[config.mk]
export PLATFORM = sky130hd
export DESIGN_NAME = xxh_mul
export DESIGN_NICKNAME = d
export VERILOG_FILES = /design/src/design/xxh_pkg.sv /design/src/design/xxh_mul.sv
export SDC_FILE = /design/constraint.sdc
export NUM_CORES = 2
export LEC_CHECK = 0
export ABC_AREA = 1
export BUFFER_PORTS_ARGS = -buffer_cell sky130_fd_sc_hd__buf_2
export CAP_MARGIN = 20
export CORE_ASPECT_RATIO = 0.5
export CORE_MARGIN = 2
export CORE_UTILIZATION = 60
export DETAILED_ROUTE_END_ITERATION = 8
export PLACE_DENSITY = 0.78
export SYNTH_ARGS = -nofsm -noshare
export SYNTH_HDL_FRONTEND = slang
export SYNTH_SLANG_ARGS = --single-unit
export TNS_END_PERCENT = 5
[constraint.sdc]
create_clock -name clk -period 10.62 [get_ports clk]
set_input_delay 1.062 -clock clk [delete_from_list [all_inputs] [get_ports clk]]
set_output_delay 1.062 -clock clk [all_outputs]
set_load 0.02 [all_outputs]
[src/design/xxh_pkg.sv]
// ----------------------------------------------------------------------------
// xxh_pkg: shared types, constants and helpers for the XXH64 stream hasher
// Holds the five XXH64 primes, the lane start values, the word type, the
// sequencer state encoding and a rotate helper.
// ----------------------------------------------------------------------------
package xxh_pkg;

  localparam int unsigned WORD_W = 64;
  localparam int unsigned HALF_W = WORD_W / 2;

  typedef logic [WORD_W-1:0] word_t;

  // XXH64 primes
  localparam word_t P1 = 64'h9E37_79B1_85EB_CA87;
  localparam word_t P2 = 64'hC2B2_AE3D_27D4_EB4F;
  localparam word_t P3 = 64'h1656_67B1_9E37_79F9;
  localparam word_t P4 = 64'h85EB_CA77_C2B2_AE63;
  localparam word_t P5 = 64'h27D4_EB2F_1656_67C5;

  // lane start values (mod 2^64)
  localparam word_t LANE0_INIT = P1 + P2;
  localparam word_t LANE1_INIT = P2;
  localparam word_t LANE2_INIT = '0;
  localparam word_t LANE3_INIT = word_t'(0) - P1;

  // sequencer states, one-hot
  typedef enum logic [10:0] {
    S_IDLE   = 11'b000_0000_0001,
    S_ABSORB = 11'b000_0000_0010,
    S_MERGE  = 11'b000_0000_0100,
    S_SUM    = 11'b000_0000_1000,
    S_FOLD   = 11'b000_0001_0000,
    S_LEN    = 11'b000_0010_0000,
    S_WORD   = 11'b000_0100_0000,
    S_HALF   = 11'b000_1000_0000,
    S_BYTE   = 11'b001_0000_0000,
    S_AVAL   = 11'b010_0000_0000,
    S_EMIT   = 11'b100_0000_0000
  } state_t;

  // rotate left by a constant amount
  function automatic word_t rotl(input word_t v, input int unsigned r);
    return (v << r) | (v >> (WORD_W - r));
  endfunction

endpackage

[src/design/xxh_mul.sv]
// ----------------------------------------------------------------------------
// xxh_mul: iterative 64x64 multiplier, low 64 bits of the product
// One 32x32 multiplier is used three times (lo*lo, lo*hi, hi*lo); each
// partial product is registered before it is added. Done pulses for one
// cycle once the product is complete, with the product held on p.
// ----------------------------------------------------------------------------
module xxh_mul (
  input  logic           clk,
  input  logic           rst_n,
  input  logic           start,
  input  xxh_pkg::word_t a,
  input  xxh_pkg::word_t b,
  output logic           busy,
  output logic           done,
  output xxh_pkg::word_t p
);
  import xxh_pkg::*;

  logic              busy_r, busy_nxt;
  logic              done_r, done_nxt;
  logic [1:0]        cnt_r, cnt_nxt;
  word_t             a_r, a_nxt;
  word_t             b_r, b_nxt;
  word_t             pp_r, pp_nxt;
  word_t             acc_r, acc_nxt;
  logic [HALF_W-1:0] ma, mb;

  // operand halves for the current partial product
  always_comb begin
    unique case (cnt_r)
      2'd0: begin
        ma = a_r[HALF_W-1:0];
        mb = b_r[HALF_W-1:0];
      end
      2'd1: begin
        ma = a_r[HALF_W-1:0];
        mb = b_r[WORD_W-1:HALF_W];
      end
      2'd2: begin
        ma = a_r[WORD_W-1:HALF_W];
        mb = b_r[HALF_W-1:0];
      end
      2'd3: begin
        ma = a_r[WORD_W-1:HALF_W];
        mb = b_r[HALF_W-1:0];
      end
    endcase
  end

  // step control and accumulation
  always_comb begin
    busy_nxt = busy_r;
    done_nxt = 1'b0;
    cnt_nxt  = cnt_r;
    a_nxt    = a_r;
    b_nxt    = b_r;
    acc_nxt  = acc_r;
    pp_nxt   = word_t'(ma) * word_t'(mb);
    if (start) begin
      a_nxt    = a;
      b_nxt    = b;
      cnt_nxt  = 2'd0;
      busy_nxt = 1'b1;
    end else if (busy_r) begin
      cnt_nxt = cnt_r + 2'd1;
      unique case (cnt_r)
        2'd0: acc_nxt = acc_r;
        2'd1: acc_nxt = pp_r;
        2'd2: acc_nxt = acc_r + {pp_r[HALF_W-1:0], {HALF_W{1'b0}}};
        2'd3: begin
          acc_nxt  = acc_r + {pp_r[HALF_W-1:0], {HALF_W{1'b0}}};
          busy_nxt = 1'b0;
          done_nxt = 1'b1;
        end
      endcase
    end
  end

  always_ff @(posedge clk) begin
    if (!rst_n) begin
      busy_r <= 1'b0;
      done_r <= 1'b0;
      cnt_r  <= 2'd0;
    end else begin
      busy_r <= busy_nxt;
      done_r <= done_nxt;
      cnt_r  <= cnt_nxt;
    end
  end

  always_ff @(posedge clk) begin
    a_r   <= a_nxt;
    b_r   <= b_nxt;
    pp_r  <= pp_nxt;
    acc_r <= acc_nxt;
  end

  assign busy = busy_r;
  assign done = done_r;
  assign p    = acc_r;

endmodule

==> impl_results.rst <==
.. list-table::
   :header-rows: 1

   * - Metric
     - Value
   * - Category of the worst setup path launch point
     - flop
   * - Time the final worst path needs with I/O delays and setup
     - 9.29 ns
   * - Post-detail-place hpwl
     - 122 mm
   * - Top post-synthesis cells by area
     - sky130_fd_sc_hd__fa_1 40%, sky130_fd_sc_hd__edfxtp_1 13%, sky130_fd_sc_hd__inv_1 11%, sky130_fd_sc_hd__nand2_1 11%, sky130_fd_sc_hd__ha_1 8.2%
   * - Fmax
     - 0.108 GHz
   * - Die outline height
     - roughly 200 um
   * - Post-cts hold buffer count
     - 0
   * - Final Util
     - 0.643
   * - Full die area
     - slightly below 0.08 mm^2
   * - Area fraction of the dominant cell type after synthesis
     - 0.396
   * - Max Root-Sink Buffers
     - 3
   * - Launch point of the worst path
     - cnt_r[0]
   * - Total CTS buffers
     - 25
   * - Sequential cell area
     - just over 0.007 mm^2
   * - Syn_area_per_cell
     - 8.21 um^2
   * - Initial DRC Count
     - 4,220
   * - Critical hold path startpoint
     - pp_r[52]
   * - Number of antenna violations at the first check in global routing
     - 8
   * - Top cell by count, worst path
     - sky130_fd_sc_hd__fa_1
   * - Critical path peak fanout
     - 45
   * - Hold Path Depth
     - 2
   * - Number of vias after detailed routing
     - ~37,000
   * - NumNets Final
     - around 7,000
   * - Final hold vios
     - 0
   * - Number of warnings issued by yosys
     - 0
   * - Max_slew headroom
     - 0.220
   * - CTS H-tree depth
     - 1
   * - Largest net degree at the start of global routing
     - 90
   * - Distinct cell type count of the synthesized netlist
     - 34
   * - DRT Wirelength
     - about 150 mm
   * - Number of global-route vias before repair
     - ~38,000
   * - Largest incremental delay on the critical path
     - ~0.67 ns
   * - First-pass iteration count of the detailed router
     - 9
   * - Site row count
     - 71
   * - Sinks on Clock Net
     - 260
   * - CP Class
     - flop to flop
   * - Worst hold-check path type
     - flop to flop
   * - Wire length of the first global-routing pass
     - roughly 230 mm
   * - Share of layout cells above drive strength 1
     - 0.0739
   * - Synth top cells by count
     - 1,367 x sky130_fd_sc_hd__inv_1, 1,333 x sky130_fd_sc_hd__nand2_1, 897 x sky130_fd_sc_hd__fa_1
   * - Ys flop type
     - sky130_fd_sc_hd__edfxtp_1
   * - Wirelength per Cell
     - approximately 23 um
   * - Result of the run
     - finished, final reports clean
   * - Max-slew violation count
     - 0
   * - Area overhead of the layout relative to synthesis
     - 6.36%
   * - Die Span X
     - 393 um
   * - Root Buffer
     - sky130_fd_sc_hd__clkbuf_16
   * - Worst Path Required
     - around 11 ns
   * - Slowest cell on the critical path
     - sky130_fd_sc_hd__inv_1
   * - Cell type with the highest aggregate area in the netlist
     - sky130_fd_sc_hd__fa_1
   * - Worst-skew pair later-pin latency
     - approximately 0.6 ns
   * - Number of top-level pins
     - between 150 and 200
   * - Sort of element at the end of the critical path
     - flop
   * - Count of fill cells added during filler insertion
     - ~6,400
   * - Port-buffer cells
     - slightly below 200
   * - Total nets after synthesis
     - just under 7,000
   * - Library cell with the highest instance count after synthesis
     - sky130_fd_sc_hd__inv_1
   * - Maximum clock skew at final layout
     - between 0.02 and 0.03 ns
   * - Area of the multi-input gates
     - between 0.03 and 0.04 mm^2
   * - Seq/Total Area, Yosys
     - 0.157
   * - Share of the cycle needed by the critical path after routing
     - 0.874
   * - Floorplan Core Area
     - about 0.075 mm^2
   * - Clock transition at the registers of the reported paths
     - 0.07 ns
   * - Count of flip-flops with a built-in enable after synthesis
     - around 190
   * - Post-Synthesis Cells
     - 5,516
   * - Transition at the pin with the smallest max-transition slack
     - about 1.2 ns
   * - R2r worst-path depth
     - 27
   * - Share of synthesized flip-flops with an asynchronous set or reset
     - 0
   * - Total negative slack for setup checks
     - 0 ns
   * - Cell area reported after detailed placement
     - around 0.047 mm^2
   * - Critical path data arrival time
     - 9.72 ns
   * - Layout Cells excl Fill
     - around 6,700
   * - Finish-stage setup viols
     - 0
   * - Cells after DPL
     - between 6,000 and 7,000
   * - Number of flip-flops and latches in the synthesized netlist
     - 260
   * - Count of maximum capacitance violations
     - 0
   * - Number of setup buffers added after CTS
     - 0
   * - Antenna viol nets, final
     - 0
   * - Area of the mapped netlist
     - 0.0453 mm^2
   * - CTS tree
     - yes
   * - Post-cts resize count
     - 0
   * - Vias per cell
     - about 5.6
   * - Global-route usage over all layers
     - 0.398
   * - Reg-to-reg critical path startpoint
     - cnt_r[0]
   * - Post-detailed-route DRC marker count
     - 0
   * - RSZ-0062 raised after global routing
     - no
   * - RePlAce Congestion
     - roughly 1.1
   * - Initial Util
     - 0.604
   * - Overall overflow remaining after global route
     - 0
   * - Post-Layout Inst Area
     - roughly 0.048 mm^2
==> final cells by class <==
| class | instances | share of cell area |
|---|---|---|
| clock inverter | 17 | 0.00363 |
| inverter | 1407 | 0.110 |
| antenna | 11 | 0.000571 |
| multi-input combinational | 3669 | 0.665 |
| timing repair buffer | 273 | 0.0333 |
| sequential | 260 | 0.148 |
| clock buffer | 29 | 0.0137 |
| tap | 1022 | 0.0265 |
==> state kept, by name, summed over array words and instances, names as in the netlist <==
register  cells
busy          1
b_r          64
p            64
pp_r         64
cnt_r         2
done          1
a_r          64
==> worst paths after layout <==
check,end,slack (ns)
setup / recovery,pp_r[25],1.33
setup reg to reg,pp_r[25],1.33
hold reg to reg,p[52],0.50
hold / removal,p[52],0.50
==> cell families after synthesis <==
family	count (synthesis)	share of synthesized area
compound gates	166	0.0222
xor+xnor	41	0.00792
fa+ha+maj	1195	0.479
buf+inv	1587	0.139
flops	260	0.157
simple gates	2267	0.195
==> routing by layer <==
layer / vias up / part of all wire / GRT usage / wire [um]
met1: 18000 / 0.37 / 0.523 / 56000
met2: 2757 / 0.40 / 0.560 / 60200
met5: - / 0.0039 / 0.0282 / 591
met4: 22 / 0.050 / 0.151 / 7560
met3: 551 / 0.18 / 0.199 / 26600
li1: 16100 / - / - / -
==> through the flow <==
step	worst slack (ns)	hold slack, ns
4_1_cts	1.51	0.505
6_report	1.33	0.503
3_5_place_dp	1.52	0.490
2_1_floorplan	3.43	0.474
3_3_place_gp	1.61	0.494
5_1_grt	1.10	0.531
==> layout by cell type (no fill, tap or decap), types with 72 or more instances in the layout <==
cell / netlist / routed
sky130_fd_sc_hd__inv_1: 1367 / 1367
sky130_fd_sc_hd__buf_2: 105 / 195
sky130_fd_sc_hd__nand2_1: 1333 / 1333
sky130_fd_sc_hd__nand3_1: 94 / 94
sky130_fd_sc_hd__nor2_1: 745 / 745
sky130_fd_sc_hd__fa_1: 897 / 897
sky130_fd_sc_hd__a21oi_1: 72 / 72
sky130_fd_sc_hd__buf_4: 17 / 74
sky130_fd_sc_hd__edfxtp_1: 192 / 192
sky130_fd_sc_hd__ha_1: 298 / 297
==> critical path, delay by kind of cell, from the launching register on <==
kind                       cells  cell delay [ns]
adders and majority gates     10             4.59
buffers and inverters          7             2.08
and+or+nand+nor                7             1.24
xor gates and xnor gates       1             0.48
DFF                            1             0.39
AOI/OAI and AO/OA              2             0.30
Power is not shown: default switching activity piles up to over one toggle a cycle in this logic, so the estimate is an artifact.
